File: src/rtl/cslt_pkg.sv
`default_nettype none

package cslt_pkg;

  localparam int POS_W = 32;
  localparam int LEN_W = 16;
  localparam int NKEY  = 13;

  localparam logic [LEN_W-1:0] LEN_MAX = {LEN_W{1'b1}};

  typedef enum logic [3:0] {
    MODE_IDLE,
    MODE_IDENT,
    MODE_INT,
    MODE_CHAR_OPEN,
    MODE_CHAR_GOT,
    MODE_STRING,
    MODE_HELD
  } mode_t;

  typedef struct packed {
    logic [5:0]  cls;
    logic [31:0] start;
    logic [15:0] len;
  } token_t;

  localparam logic [5:0] CLS_IDENT     = 6'd0;
  localparam logic [5:0] CLS_INT       = 6'd1;
  localparam logic [5:0] CLS_CHAR      = 6'd2;
  localparam logic [5:0] CLS_STRING    = 6'd3;
  localparam logic [5:0] CLS_KEY0      = 6'd4;
  localparam logic [5:0] CLS_PLUS      = 6'd17;
  localparam logic [5:0] CLS_MINUS     = 6'd18;
  localparam logic [5:0] CLS_STAR      = 6'd19;
  localparam logic [5:0] CLS_SLASH     = 6'd20;
  localparam logic [5:0] CLS_LT        = 6'd21;
  localparam logic [5:0] CLS_LE        = 6'd22;
  localparam logic [5:0] CLS_GT        = 6'd23;
  localparam logic [5:0] CLS_GE        = 6'd24;
  localparam logic [5:0] CLS_EQ        = 6'd25;
  localparam logic [5:0] CLS_NE        = 6'd26;
  localparam logic [5:0] CLS_ASSIGN    = 6'd27;
  localparam logic [5:0] CLS_SEMI      = 6'd28;
  localparam logic [5:0] CLS_COMMA     = 6'd29;
  localparam logic [5:0] CLS_LPAREN    = 6'd30;
  localparam logic [5:0] CLS_RPAREN    = 6'd31;
  localparam logic [5:0] CLS_LBRACKET  = 6'd32;
  localparam logic [5:0] CLS_RBRACKET  = 6'd33;
  localparam logic [5:0] CLS_LBRACE    = 6'd34;
  localparam logic [5:0] CLS_RBRACE    = 6'd35;
  localparam logic [5:0] CLS_ERROR     = 6'd36;

  localparam logic [7:0] CH_LT     = 8'h3C;
  localparam logic [7:0] CH_GT     = 8'h3E;
  localparam logic [7:0] CH_EQ     = 8'h3D;
  localparam logic [7:0] CH_BANG   = 8'h21;
  localparam logic [7:0] CH_SQUOTE = 8'h27;
  localparam logic [7:0] CH_DQUOTE = 8'h22;

  localparam logic [7:0] KW_TEXT [NKEY][8] = '{
    '{"c", "o", "n", "s", "t", 8'h00, 8'h00, 8'h00},
    '{"i", "n", "t", 8'h00, 8'h00, 8'h00, 8'h00, 8'h00},
    '{"c", "h", "a", "r", 8'h00, 8'h00, 8'h00, 8'h00},
    '{"m", "a", "i", "n", 8'h00, 8'h00, 8'h00, 8'h00},
    '{"v", "o", "i", "d", 8'h00, 8'h00, 8'h00, 8'h00},
    '{"i", "f", 8'h00, 8'h00, 8'h00, 8'h00, 8'h00, 8'h00},
    '{"e", "l", "s", "e", 8'h00, 8'h00, 8'h00, 8'h00},
    '{"d", "o", 8'h00, 8'h00, 8'h00, 8'h00, 8'h00, 8'h00},
    '{"w", "h", "i", "l", "e", 8'h00, 8'h00, 8'h00},
    '{"f", "o", "r", 8'h00, 8'h00, 8'h00, 8'h00, 8'h00},
    '{"s", "c", "a", "n", "f", 8'h00, 8'h00, 8'h00},
    '{"p", "r", "i", "n", "t", "f", 8'h00, 8'h00},
    '{"r", "e", "t", "u", "r", "n", 8'h00, 8'h00}
  };

  localparam logic [2:0] KW_LEN [NKEY] = '{
    3'd5, 3'd3, 3'd4, 3'd4, 3'd4, 3'd2, 3'd4, 3'd2, 3'd5, 3'd3, 3'd5, 3'd6, 3'd6
  };

  function automatic logic is_space(logic [7:0] c);
    return (c == 8'h20) || (c >= 8'h09 && c <= 8'h0D);
  endfunction

  function automatic logic is_digit(logic [7:0] c);
    return c >= "0" && c <= "9";
  endfunction

  function automatic logic is_alpha(logic [7:0] c);
    return (c >= "a" && c <= "z") || (c >= "A" && c <= "Z") || c == "_";
  endfunction

  function automatic logic is_single(logic [7:0] c);
    return c == "+" || c == "-" || c == "*" || c == "/" || c == ";" || c == "," ||
           c == "(" || c == ")" || c == "[" || c == "]" || c == "{" || c == "}";
  endfunction

  function automatic logic [5:0] single_cls(logic [7:0] c);
    logic [5:0] r;
    r = CLS_RBRACE;
    unique case (c)
      "+":     r = CLS_PLUS;
      "-":     r = CLS_MINUS;
      "*":     r = CLS_STAR;
      "/":     r = CLS_SLASH;
      ";":     r = CLS_SEMI;
      ",":     r = CLS_COMMA;
      "(":     r = CLS_LPAREN;
      ")":     r = CLS_RPAREN;
      "[":     r = CLS_LBRACKET;
      "]":     r = CLS_RBRACKET;
      "{":     r = CLS_LBRACE;
      default: r = CLS_RBRACE;
    endcase
    return r;
  endfunction

  function automatic logic is_hold_op(logic [7:0] c);
    return c == CH_LT || c == CH_GT || c == CH_EQ || c == CH_BANG;
  endfunction

  function automatic logic [5:0] held_single_cls(logic [7:0] h);
    return (h == CH_LT) ? CLS_LT : (h == CH_GT) ? CLS_GT : CLS_ASSIGN;
  endfunction

  function automatic logic [5:0] held_pair_cls(logic [7:0] h);
    return (h == CH_LT) ? CLS_LE : (h == CH_GT) ? CLS_GE : (h == CH_EQ) ? CLS_EQ : CLS_NE;
  endfunction

  function automatic logic [5:0] word_cls(logic is_int, logic [NKEY-1:0] cands,
                                          logic [LEN_W-1:0] count);
    logic [5:0] r;
    r = CLS_IDENT;
    if (is_int) begin
      r = CLS_INT;
    end else begin
      for (int k = 0; k < NKEY; k++) begin
        if (cands[k] && count == LEN_W'(KW_LEN[k])) begin
          r = 6'(CLS_KEY0 + k);
        end
      end
    end
    return r;
  endfunction

  function automatic token_t make_token(logic [5:0] cls, logic [POS_W-1:0] start,
                                        logic [LEN_W-1:0] len);
    token_t t;
    t.cls   = cls;
    t.start = 32'(start);
    t.len   = 16'(len);
    return t;
  endfunction

endpackage

`default_nettype wire

File: src/rtl/c_subset_lexical_tokenizer_core.sv
// Streaming lexer for a small C subset. Source bytes enter on the char channel, one per
// cycle unless stalled, and token records (class, start position, length) leave on the
// token channel. A byte is registered on entry, then the lexer state and its tokens are
// formed from it into a single output register with one spill slot. Sustained
// rate is one byte per cycle while the token channel does not stall; a byte that yields
// two tokens holds the input while the spill slot drains through the output register.
// After an error token the block consumes and drops all bytes until reset.
`default_nettype none

module c_subset_lexical_tokenizer_core
  import cslt_pkg::*;
(
  input  wire logic        clk,
  input  wire logic        rst,
  input  wire logic        char_valid,
  output logic             char_stall,
  input  wire logic [7:0]  ch,
  input  wire logic        end_of_text,
  output logic             token_valid,
  input  wire logic        token_stall,
  output logic [5:0]       token_class,
  output logic [31:0]      token_start,
  output logic [15:0]      token_length,
  output logic             last_result
);

  logic             in_full;
  logic [7:0]       ch_q;
  logic             eot_q;

  mode_t            mode;
  logic [POS_W-1:0] char_position;
  logic [POS_W-1:0] token_begin;
  logic [LEN_W-1:0] token_count;
  logic [NKEY-1:0]  cands;
  logic [7:0]       held;
  logic             halted;

  mode_t            mode_next;
  logic [POS_W-1:0] char_position_next;
  logic [POS_W-1:0] token_begin_next;
  logic [LEN_W-1:0] token_count_next;
  logic [NKEY-1:0]  cands_next;
  logic [7:0]       held_next;
  logic             halted_next;

  mode_t            mode1, mode2;
  logic [POS_W-1:0] begin2;
  logic [LEN_W-1:0] count2;
  logic [NKEY-1:0]  cands2;
  logic [7:0]       held2;
  logic             halt1, halt2, consumed;

  logic             out_full;
  token_t           out_tok;
  logic             out_last;
  logic             sec_full;
  token_t           sec_tok;

  logic             process;
  logic             room;
  logic             token_accept;

  logic             c_sp, c_al, c_dg;
  logic [LEN_W-1:0] count_bump;
  logic [NKEY-1:0]  kw_keep;
  logic [NKEY-1:0]  kw_first;

  logic             e1v, e2v, e3v;
  token_t           e1, e2, e3;
  token_t           r0, r1;
  logic [1:0]       nres;

  assign token_accept = out_full && !token_stall;
  assign room         = !out_full || (token_accept && !sec_full);
  assign process      = in_full && room;
  assign char_stall   = in_full && !process;

  assign c_sp = is_space(ch_q);
  assign c_al = is_alpha(ch_q);
  assign c_dg = is_digit(ch_q);
  assign count_bump = (token_count == LEN_MAX) ? token_count : token_count + LEN_W'(1);

  always_comb begin
    for (int k = 0; k < NKEY; k++) begin
      kw_keep[k]  = (token_count < LEN_W'(KW_LEN[k])) && (KW_TEXT[k][token_count[2:0]] == ch_q);
      kw_first[k] = (KW_TEXT[k][0] == ch_q);
    end
  end

  // next state: current byte closes the pending token, then may start one, then flush
  always_comb begin
    mode1    = mode;
    halt1    = halted;
    consumed = 1'b1;
    mode2    = mode;
    begin2   = token_begin;
    count2   = token_count;
    cands2   = cands;
    held2    = held;
    unique case (mode)
      MODE_IDENT: begin
        if (c_al || c_dg) begin
          cands2 = cands & kw_keep;
          count2 = count_bump;
        end else begin
          mode1    = MODE_IDLE;
          consumed = 1'b0;
        end
      end
      MODE_INT: begin
        if (c_dg) begin
          count2 = count_bump;
        end else begin
          mode1    = MODE_IDLE;
          consumed = 1'b0;
        end
      end
      MODE_CHAR_OPEN: begin
        begin2 = char_position;
        mode1  = MODE_CHAR_GOT;
      end
      MODE_CHAR_GOT: begin
        mode1 = MODE_IDLE;
      end
      MODE_STRING: begin
        if (ch_q == CH_DQUOTE) begin
          mode1 = MODE_IDLE;
        end else begin
          count2 = count_bump;
        end
      end
      MODE_HELD: begin
        mode1 = MODE_IDLE;
        if (ch_q != CH_EQ) begin
          consumed = 1'b0;
          halt1    = (held == CH_BANG);
        end
      end
      default: begin
        mode1    = MODE_IDLE;
        consumed = 1'b0;
      end
    endcase

    mode2 = mode1;
    halt2 = halt1;
    if (!consumed && !halt1) begin
      priority if (c_sp) begin
        mode2 = mode1;
      end else if (c_al) begin
        mode2  = MODE_IDENT;
        begin2 = char_position;
        count2 = LEN_W'(1);
        cands2 = kw_first;
      end else if (c_dg) begin
        mode2  = MODE_INT;
        begin2 = char_position;
        count2 = LEN_W'(1);
      end else if (ch_q == CH_SQUOTE) begin
        mode2  = MODE_CHAR_OPEN;
        begin2 = char_position;
      end else if (ch_q == CH_DQUOTE) begin
        mode2  = MODE_STRING;
        begin2 = char_position + POS_W'(1);
        count2 = '0;
      end else if (is_single(ch_q)) begin
        mode2 = mode1;
      end else if (is_hold_op(ch_q)) begin
        mode2  = MODE_HELD;
        held2  = ch_q;
        begin2 = char_position;
      end else begin
        mode2 = MODE_IDLE;
        halt2 = 1'b1;
      end
    end

    token_begin_next = begin2;
    token_count_next = count2;
    cands_next       = cands2;
    held_next        = held2;
    if (eot_q && !halt2) begin
      mode_next          = MODE_IDLE;
      char_position_next = '0;
      halted_next        = (mode2 == MODE_HELD && held2 == CH_BANG) ||
                           mode2 == MODE_CHAR_OPEN || mode2 == MODE_CHAR_GOT ||
                           mode2 == MODE_STRING;
    end else begin
      mode_next          = halt2 ? MODE_IDLE : mode2;
      char_position_next = char_position + POS_W'(1);
      halted_next        = halt2;
    end

    if (halted) begin
      mode_next          = mode;
      char_position_next = char_position;
      token_begin_next   = token_begin;
      token_count_next   = token_count;
      cands_next         = cands;
      held_next          = held;
      halted_next        = halted;
    end
  end

  // tokens of this byte, in order
  always_comb begin
    e1v = 1'b0;
    e1  = make_token(CLS_ERROR, token_begin, '0);
    unique case (mode)
      MODE_IDENT, MODE_INT: begin
        e1v = !consumed;
        e1  = make_token(word_cls(mode == MODE_INT, cands, token_count), token_begin,
                         token_count);
      end
      MODE_CHAR_GOT: begin
        e1v = 1'b1;
        e1  = make_token(CLS_CHAR, token_begin, LEN_W'(1));
      end
      MODE_STRING: begin
        e1v = (ch_q == CH_DQUOTE);
        e1  = make_token(CLS_STRING, token_begin, token_count);
      end
      MODE_HELD: begin
        e1v = 1'b1;
        if (ch_q == CH_EQ) begin
          e1 = make_token(held_pair_cls(held), token_begin, LEN_W'(2));
        end else if (held == CH_BANG) begin
          e1 = make_token(CLS_ERROR, token_begin, '0);
        end else begin
          e1 = make_token(held_single_cls(held), token_begin, LEN_W'(1));
        end
      end
      default: begin
        e1v = 1'b0;
      end
    endcase

    e2v = 1'b0;
    e2  = make_token(CLS_ERROR, char_position, '0);
    if (!consumed && !halt1 && !c_sp && !c_al && !c_dg && ch_q != CH_SQUOTE &&
        ch_q != CH_DQUOTE && !is_hold_op(ch_q)) begin
      e2v = 1'b1;
      if (is_single(ch_q)) begin
        e2 = make_token(single_cls(ch_q), char_position, LEN_W'(1));
      end
    end

    e3v = eot_q && !halt2 && (mode2 != MODE_IDLE);
    e3  = make_token(CLS_ERROR, begin2, '0);
    if (mode2 == MODE_IDENT || mode2 == MODE_INT) begin
      e3 = make_token(word_cls(mode2 == MODE_INT, cands2, count2), begin2, count2);
    end else if (mode2 == MODE_HELD && held2 != CH_BANG) begin
      e3 = make_token(held_single_cls(held2), begin2, LEN_W'(1));
    end

    if (halted) begin
      e1v = 1'b0;
      e2v = 1'b0;
      e3v = 1'b0;
    end

    r0   = e1;
    r1   = e3;
    nres = 2'd0;
    priority if (e1v) begin
      r0   = e1;
      r1   = e2v ? e2 : e3;
      nres = (e2v || e3v) ? 2'd2 : 2'd1;
    end else if (e2v) begin
      r0   = e2;
      r1   = e3;
      nres = e3v ? 2'd2 : 2'd1;
    end else if (e3v) begin
      r0   = e3;
      nres = 2'd1;
    end else begin
      nres = 2'd0;
    end
  end

  always_ff @(posedge clk) begin
    if (rst) begin
      in_full <= 1'b0;
    end else if (char_valid && !char_stall) begin
      in_full <= 1'b1;
    end else if (process) begin
      in_full <= 1'b0;
    end
    if (char_valid && !char_stall) begin
      ch_q  <= ch;
      eot_q <= end_of_text;
    end
  end

  always_ff @(posedge clk) begin
    if (rst) begin
      mode          <= MODE_IDLE;
      char_position <= '0;
      token_begin   <= '0;
      token_count   <= '0;
      cands         <= '0;
      held          <= '0;
      halted        <= 1'b0;
    end else if (process) begin
      mode          <= mode_next;
      char_position <= char_position_next;
      token_begin   <= token_begin_next;
      token_count   <= token_count_next;
      cands         <= cands_next;
      held          <= held_next;
      halted        <= halted_next;
    end
  end

  always_ff @(posedge clk) begin
    if (rst) begin
      out_full <= 1'b0;
      sec_full <= 1'b0;
    end else if (process) begin
      out_full <= (nres != 2'd0);
      sec_full <= (nres == 2'd2);
    end else if (token_accept) begin
      out_full <= sec_full;
      sec_full <= 1'b0;
    end
    if (process) begin
      out_tok  <= r0;
      out_last <= (nres == 2'd1);
      sec_tok  <= r1;
    end else if (token_accept && sec_full) begin
      out_tok  <= sec_tok;
      out_last <= 1'b1;
    end
  end

  assign token_valid  = out_full;
  assign token_class  = out_tok.cls;
  assign token_start  = out_tok.start;
  assign token_length = out_tok.len;
  assign last_result  = out_last;

  a_spill_behind_out: assert property (@(posedge clk) disable iff (rst)
    sec_full |-> out_full)
    else $error("spill slot full while output register empty");

  a_spill_blocks_input: assert property (@(posedge clk) disable iff (rst)
    (sec_full && in_full) |-> char_stall)
    else $error("item processed while spill slot still full");

  a_halt_sticks: assert property (@(posedge clk) disable iff (rst)
    halted |=> halted)
    else $error("halt cleared without reset");

  a_eot_restarts: assert property (@(posedge clk) disable iff (rst)
    (process && eot_q && !halted) |=>
      (mode == MODE_IDLE && (halted || char_position == '0)))
    else $error("end of text did not return lexer to idle");

  a_pair_spills: assert property (@(posedge clk) disable iff (rst)
    (process && nres == 2'd2) |=> (sec_full && out_full && !out_last))
    else $error("second token of an item lost");

endmodule

`default_nettype wire
File: config.mk
export PLATFORM = sky130hd
export DESIGN_NAME = c_subset_lexical_tokenizer_core
export DESIGN_NICKNAME = d
export VERILOG_FILES = /design/src/rtl/cslt_pkg.sv /design/src/rtl/c_subset_lexical_tokenizer_core.sv
export SDC_FILE = /design/constraint.sdc
export NUM_CORES = 1
export LEC_CHECK = 0
export ABC_AREA = 1
export BUFFER_PORTS_ARGS = -buffer_cell sky130_fd_sc_hd__buf_2
export CAP_MARGIN = 20
export CORE_AREA = 10 10 203 205
export DETAILED_ROUTE_END_ITERATION = 12
export DIE_AREA = 0 0 213 215
export PLACE_DENSITY = 0.71
export RECOVER_POWER = 100
export SYNTH_ARGS = -nofsm -noshare
export SYNTH_HDL_FRONTEND = slang
export SYNTH_SLANG_ARGS = --single-unit
File: constraint.sdc
create_clock -name clk -period 3.03 [get_ports clk]
set_input_delay 0.4545 -clock clk [delete_from_list [all_inputs] [get_ports clk]]
set_output_delay 0.4545 -clock clk [all_outputs]
set_load 0.03 [all_outputs]
# Word level (Yosys, flattened, before mapping)
# Memory sizes are Yosys's and may differ from the RTL's.
# Cells that the tools add are included.
# word_totals
register_bits	227
latch_bits	0
ramBits	0
mem_bits_ro	832
input_bits	13
output_inout_bits	57
elab_cells	394
memories	13
# memory_table
name	depth	width	read_ports	rd_ports_with_merged_regs	wr	line	rtl
(no name shown)	8	8	1	0	0	c_subset_lexical_tokenizer_core.sv:86	kw_keep[k] = (token_count < LEN_W'(KW_LEN[k])) && (KW_TEXT[k][token_count[2:0]] == ch_q);
(no name shown)	8	8	1	0	0	c_subset_lexical_tokenizer_core.sv:86	
(no name shown)	8	8	1	0	0	c_subset_lexical_tokenizer_core.sv:86	
(no name shown)	8	8	1	0	0	c_subset_lexical_tokenizer_core.sv:86	
(no name shown)	8	8	1	0	0	c_subset_lexical_tokenizer_core.sv:86	
(no name shown)	8	8	1	0	0	c_subset_lexical_tokenizer_core.sv:86	
7 more memories	--	--	--	--	--	--	
# classes
addsub	2
n_mul	0
div_mod_pow	0
order_cmp	14
eq_ne	80
shifts	0
n_mux	158
bitwise	3
n_reduce_logical	105
# op_table
cell	n
54-bit two-way mux	13
32-bit two-way mux	10
8-bit two-way mux	34
54-bit case mux with 4 select lines	1
8-bit by 6-bit equality test with 1-bit output, second input constant	22
16-bit two-way mux	10
6-bit two-way mux	26
8-bit equality test	13
16-bit by 3-bit equality test with 1-bit output, second input constant	6
7-bit by 8-bit equality test with 1-bit output, first input constant	11
4-bit two-way mux	17
6-bit case mux with 11 select lines	1
13-bit two-way mux	5
16-bit by 2-bit equality test with 1-bit output, second input constant	4
1-bit logical AND	60
16-bit by 3-bit < comparator with 1-bit output, second input constant	3
16-bit case mux with 3 select lines	1
8-bit by 7-bit equality test with 1-bit output, second input constant	5
32-bit by 1-bit adder with 32-bit output, second input constant	1
16-bit by 2-bit < comparator with 1-bit output, second input constant	2
8-bit by 6-bit != test with 1-bit output, second input constant	4
1-bit two-way mux	28
4-bit by 3-bit equality test with 1-bit output, second input constant	6
1-bit logical OR	24
other kinds (27)	55

# Longest topological paths before layout
# depth
ltp_word	34
mapped_depth	30

# Worst setup path after synthesis
# No wires, ideal clock.
# synth_path
path_kind	flip-flop to flip-flop
startpoint	register out_full (netlist: token_valid)
endpoint	register out_last (netlist: last_result) (data pin)
arrival_time_ps	2966
required_time_ps	2672
setup_slack_ps	-293
path_stages_with_launch	7
period_less_slack_ps	3323
cell_sequence	dfxtp_1 nand2_1 nand2_1 nor2_1 clkbuf_1 clkbuf_1 a31oi_1
# synth_via
elab_chain_len	5
word_cells_on_any_way	6
cone_classes	1 x mux; 5 x reduce/logical
# synth_lines
element	line	rtl
start: declaration	c_subset_lexical_tokenizer_core.sv:54	logic out_full;
start signal: assignment	c_subset_lexical_tokenizer_core.sv:321	out_full <= (nres != 2'd0);
start signal: assignment	c_subset_lexical_tokenizer_core.sv:324	out_full <= sec_full;
1-bit logical AND	c_subset_lexical_tokenizer_core.sv:74	assign token_accept = out_full && !token_stall;
1-bit logical AND	c_subset_lexical_tokenizer_core.sv:75	assign room = !out_full || (token_accept && !sec_full);
1-bit logical OR (*)	c_subset_lexical_tokenizer_core.sv:75	
1-bit logical AND (*)	c_subset_lexical_tokenizer_core.sv:76	assign process = in_full && room;
via process	c_subset_lexical_tokenizer_core.sv:60	logic process;
1-bit two-way mux (*)	c_subset_lexical_tokenizer_core.sv:327	if (process) begin
end signal: assignment	c_subset_lexical_tokenizer_core.sv:329	out_last <= (nres == 2'd1);
end: declaration	c_subset_lexical_tokenizer_core.sv:56	logic out_last;
# Mark *: on every way through the listed nets, which the timed path passes. The rest lies on a longest branch.
# A chain may end at the register's enable or synchronous reset.

# Worst setup path after layout
# layout_path
startpoint	register ch_q[1]
endpoint	register out_tok, in the netlist token_class[1] (data pin)
# layout_via
elab_chain_len	33
word_cells_on_any_way	209
cone_classes	8 x order compare; 56 x eq/ne; 79 x mux; 1 x bitwise; 65 x reduce/logical
# layout_lines
element	line	rtl
start: declaration	c_subset_lexical_tokenizer_core.sv:28	logic [7:0] ch_q;
start signal: assignment	c_subset_lexical_tokenizer_core.sv:291	ch_q <= ch;
8-bit by 7-bit greater-or-equal comparator with 1-bit output or 8-bit by 7-bit less-or-equal comparator with 1-bit output (tied branches)	cslt_pkg.sv:89	return (c >= "a" && c <= "z") || (c >= "A" && c <= "Z") || c == "_";
1-bit logical AND	cslt_pkg.sv:89	
1-bit logical OR (2 in series)	cslt_pkg.sv:89	
1-bit logical OR	c_subset_lexical_tokenizer_core.sv:103	if (c_al || c_dg) begin
16-bit two-way mux	c_subset_lexical_tokenizer_core.sv:103	
16-bit case mux with 3 select lines	c_subset_lexical_tokenizer_core.sv:101	unique case (mode)
16-bit two-way mux	c_subset_lexical_tokenizer_core.sv:163	end else if (ch_q == CH_DQUOTE) begin
16-bit two-way mux	c_subset_lexical_tokenizer_core.sv:160	end else if (ch_q == CH_SQUOTE) begin
(+5 left out)	--	
1-bit logical AND	cslt_pkg.sv:137	if (cands[k] && count == LEN_W'(KW_LEN[k])) begin
6-bit two-way mux (12 in series)	cslt_pkg.sv:137	
6-bit two-way mux	cslt_pkg.sv:133	if (is_int) begin
54-bit two-way mux	c_subset_lexical_tokenizer_core.sv:251	if (mode2 == MODE_IDENT || mode2 == MODE_INT) begin
54-bit two-way mux	c_subset_lexical_tokenizer_core.sv:274	end else if (e3v) begin
54-bit two-way mux	c_subset_lexical_tokenizer_core.sv:270	end else if (e2v) begin
54-bit two-way mux (*)	c_subset_lexical_tokenizer_core.sv:266	priority if (e1v) begin
54-bit two-way mux (*)	c_subset_lexical_tokenizer_core.sv:327	
end signal: assignment	c_subset_lexical_tokenizer_core.sv:328	out_tok <= r0;
end signal: assignment	c_subset_lexical_tokenizer_core.sv:332	out_tok <= sec_tok;
end: declaration	c_subset_lexical_tokenizer_core.sv:55	token_t out_tok;
# Mark *: on every way between the ends. The rest lies on a longest branch, timed or not.

==> impl_metrics.env <==
export IMPL_cp_end_kind="flip-flop"
export IMPL_synth_top_area_cell="edfxtp_1"
export IMPL_grt_met2_usage=0.398
export IMPL_fin_nets=2818
export IMPL_min_period_over_period=1.14
export IMPL_ys_flop_type="edfxtp_1"
export IMPL_r2r_start="ch_q[1]$_DFFE_PP_"
export IMPL_ir_drop_uv=403
export IMPL_hold_end="ch_q[6]$_DFFE_PP_"
export IMPL_grt_ovfl_total=0
export IMPL_ys_warn_count=0
export IMPL_yosysUniqueCellTypes=59
export IMPL_row_count=71
export IMPL_fin_crit_ns=3.46
export IMPL_core_area_mm2=0.0372
export IMPL_port_buffers=69
export IMPL_syn_inst=2276
export IMPL_grt_busiest_layer="met2"
export IMPL_use_met3=0.0445
export IMPL_fin_skew_ns=0.0193
export IMPL_whs_ns=0.0496
export IMPL_cts_tree="yes"
export IMPL_die_area_mm2=0.0458
export IMPL_ys_ff_latch=227
export IMPL_routed_wl_um=63100
export IMPL_min_from="ch[6]"
export IMPL_drc=0
export IMPL_grt_pass1_wl_um=94400
export IMPL_drive_gt1_frac=0.306
export IMPL_postSynth_asyncResetShare=0
export IMPL_ios=70
export IMPL_rsz0062_at_grt="yes"
export IMPL_clkSlewWorstSetupHoldPaths_ns=0.06
export IMPL_grt_util_met1=0.348
export IMPL_setup_ws_ns=-0.426
export IMPL_cp_max_fo=9
export IMPL_fill_cells=3163
export IMPL_yosys_area_top_type_share=0.225
export IMPL_htreeDepth=1
export IMPL_required_ns=3.37
export IMPL_grt_usage=0.255
export IMPL_max_freq_mhz=289
export IMPL_cts_root_buf="clkbuf_16"
export IMPL_synth_seq_area_share=0.364
export IMPL_powerDensity_mw_per_mm2=422
export IMPL_wire_per_inst_um=19.2
export IMPL_antenna_cells=0
export IMPL_cts_buffers=28
export IMPL_hp_class="input pin to flip-flop"
export IMPL_finalMaxSlewViolations=0
export IMPL_vias_per_cell=5.73
export IMPL_avgSynthCellArea_um2=6.92
export IMPL_grt_pass1_vias=17400
export IMPL_drtPass1Iterations=6
export IMPL_slew_headroom=0.173
export IMPL_syn_num_nets=2301
export IMPL_synth_edf_count=118
export IMPL_vias=18800
export IMPL_cts_buffer_depth=3
export IMPL_cp_arrival_ns=3.80
export IMPL_final_antenna_net_count=0
export IMPL_r2r_end="token_class[1]$_DFFE_PP_"
export IMPL_status="finished, violations left"
export IMPL_r2r_slack_ns=-0.43
export IMPL_final_area_mm2=0.0227
export IMPL_synth_area_mm2=0.0157
export IMPL_regArea_mm2=0.00573
export IMPL_hold_buffers=0
export IMPL_start_util=0.423
export IMPL_fp_dieW_um=213
export IMPL_hold_viol_final=0
export IMPL_synth_common_cells="nand2_1, nor2_1, inv_1"
export IMPL_yosysMostFrequentCell="nand2_1"
export IMPL_clk_latency_ns=0.59
export IMPL_worstSetupPathType="flip-flop to flip-flop"
export IMPL_dp_slack_ns=-0.576
export IMPL_leakage_nw=9.75
export IMPL_placed_area_mm2=0.0198
export IMPL_synthToLayoutAreaGrowth_pct=44.4
export IMPL_setup_viol=104
export IMPL_rr_worst_depth=24
export IMPL_final_core_util=0.611
export IMPL_drtIter0Drc=2200
export IMPL_synth_area_top_cells="edfxtp_1, dfxtp_1, nand2_1"
export IMPL_hpwl_um=43400
export IMPL_cts_sinks=227
export IMPL_grt_max_degree=122
export IMPL_die_y_um=215
export IMPL_min_path_cells=1
export IMPL_multiInputGateArea_mm2=0.00957
export IMPL_antenna_found_initial=0
export IMPL_gp_congestion=1.04
export IMPL_drv_cap=0
export IMPL_violations="negative setup slack"
export IMPL_max_slew_worst_pin_slew_ns=1.24
export IMPL_cp_start_kind="flip-flop"
[worst max-delay path, stage by stage (launching register included)]
cell	delay, ns
edfxtp_1	0.42
buf_6	0.18
inv_2	0.05
nor2_2	0.14
nand2_1	0.10
inv_1	0.10
nand2_4	0.11
nand2_4	0.15
nand2_2	0.13
o21ai_0	0.21
nand3_1	0.16
nand3_4	0.12
nand2_4	0.06
nor2_4	0.15
nand4_1	0.20
nor3b_4	0.29
nand2_1	0.09
nand2_2	0.11
inv_6	0.06
nand2_2	0.07
nand3_2	0.05
nand2_1	0.06
nand3_1	0.07
nand2_1	0.06
nand2_1	0.05
[per-layer routing]
| layer | routed length [um] | vias up | share of wire |
|---|---|---|---|
| li1 | - | 8753 | - |
| met1 | 25800 | 8825 | 0.41 |
| met2 | 28200 | 1084 | 0.45 |
| met3 | 6940 | 168 | 0.11 |
| met4 | 2150 | 0 | 0.034 |
| met5 | 0 | - | 0 |
[layout make-up]
cell class,count,share of cell area
Clock buffer,37,0.0345
Clock inverter,15,0.00848
Inverter,246,0.0422
Multi-Input combinational cell,1678,0.421
Sequential cell,227,0.252
Tap cell,474,0.0261
Timing Repair Buffer,612,0.216
[flip-flops by register name (all words and copies together) (netlist names), 4 cells and up]
register       flops
token_start       32
sec_tok           54
ch_q               8
token_begin       32
held               8
token_class        6
token_count       16
token_length      16
char_position     32
mode               4
cands             13
[layout by cell type (no fill, tap or decap), drive strengths merged, types with 2 or more instances in the layout]
master and count:
o32ai 2, nand4 33, a2bb2oi 13, nand2 539
a22o 7, o22ai 12, o21bai 3, buf 542
o21a 17, o2111ai 5, clkbuf 106, o31ai 5
a31oi 16, nor3 52, nand3b 2, nor3b 3
a221oi 25, a211oi 5, a21boi 2, a21oi 169
nand3 105, edfxtp 118, o41ai 3, bufinv 3
xor2 56, o21ai 235, inv 241, nor2 269
xnor2 2, dfxtp 109, o311ai 5, ha 12
o211ai 59, clkinv 13, a2111oi 2, a22oi 4
nor4 8, or2 3, clkinvlp 4
[worst max path at each step]
stage                 startpoint                        to  slack (ns)  cells after the start
6_report       ch_q[1]$_DFFE_PP_  token_class[1]$_DFFE_PP_       -0.43                     24
5_1_grt        ch_q[1]$_DFFE_PP_  token_class[4]$_DFFE_PP_       -0.65                     23
3_5_place_dp   ch_q[1]$_DFFE_PP_  token_class[2]$_DFFE_PP_       -0.58                     23
2_1_floorplan  ch_q[1]$_DFFE_PP_  token_class[2]$_DFFE_PP_     -0.0002                     28
4_1_cts        ch_q[1]$_DFFE_PP_  token_class[4]$_DFFE_PP_       -0.36                     22
3_3_place_gp   ch_q[1]$_DFFE_PP_  token_class[2]$_DFFE_PP_       -0.50                     23
[cell families (layout without fill, tap and decap cells)]
| group | Yosys count | after routing | synth area share |
|---|---|---|---|
| simple gates | 1016 | 1017 | 0.279 |
| fa+ha+maj | 12 | 12 | 0.00954 |
| compound gates | 591 | 591 | 0.221 |
| buf+inv | 372 | 910 | 0.0944 |
| flops | 227 | 227 | 0.364 |
| xor+xnor | 58 | 58 | 0.0323 |
[what timing repair did]
action / CTS / global route
pin swaps: 52 / 68
endpoints found under the setup margin: 100 / 169
resized for setup: 138 / 182
endpoints found under the hold margin: 0 / 0
gates cloned: 6 / 4
setup buffers: 69 / 9
[where the power goes]
part	total (mW)	switching [mW]	internal [mW]	leakage, nW
Clock	3.55	1.46	2.09	0.470
Combinational	2.50	1.47	1.03	7.25
Sequential	3.54	0.105	3.43	2.02
[stage by stage]
step	instances	setup TNS, ns	total power, mW
2_1_floorplan	2276	-0.000228	4.72
3_3_place_gp	3150	-16.56	5.65
3_5_place_dp	3150	-23.41	5.69
4_1_cts	3276	-15.39	9.42
5_1_grt	3289	-50.23	9.92
6_report	3289	-26.94	9.59
Note: power is estimated with default switching activity, not from simulation.
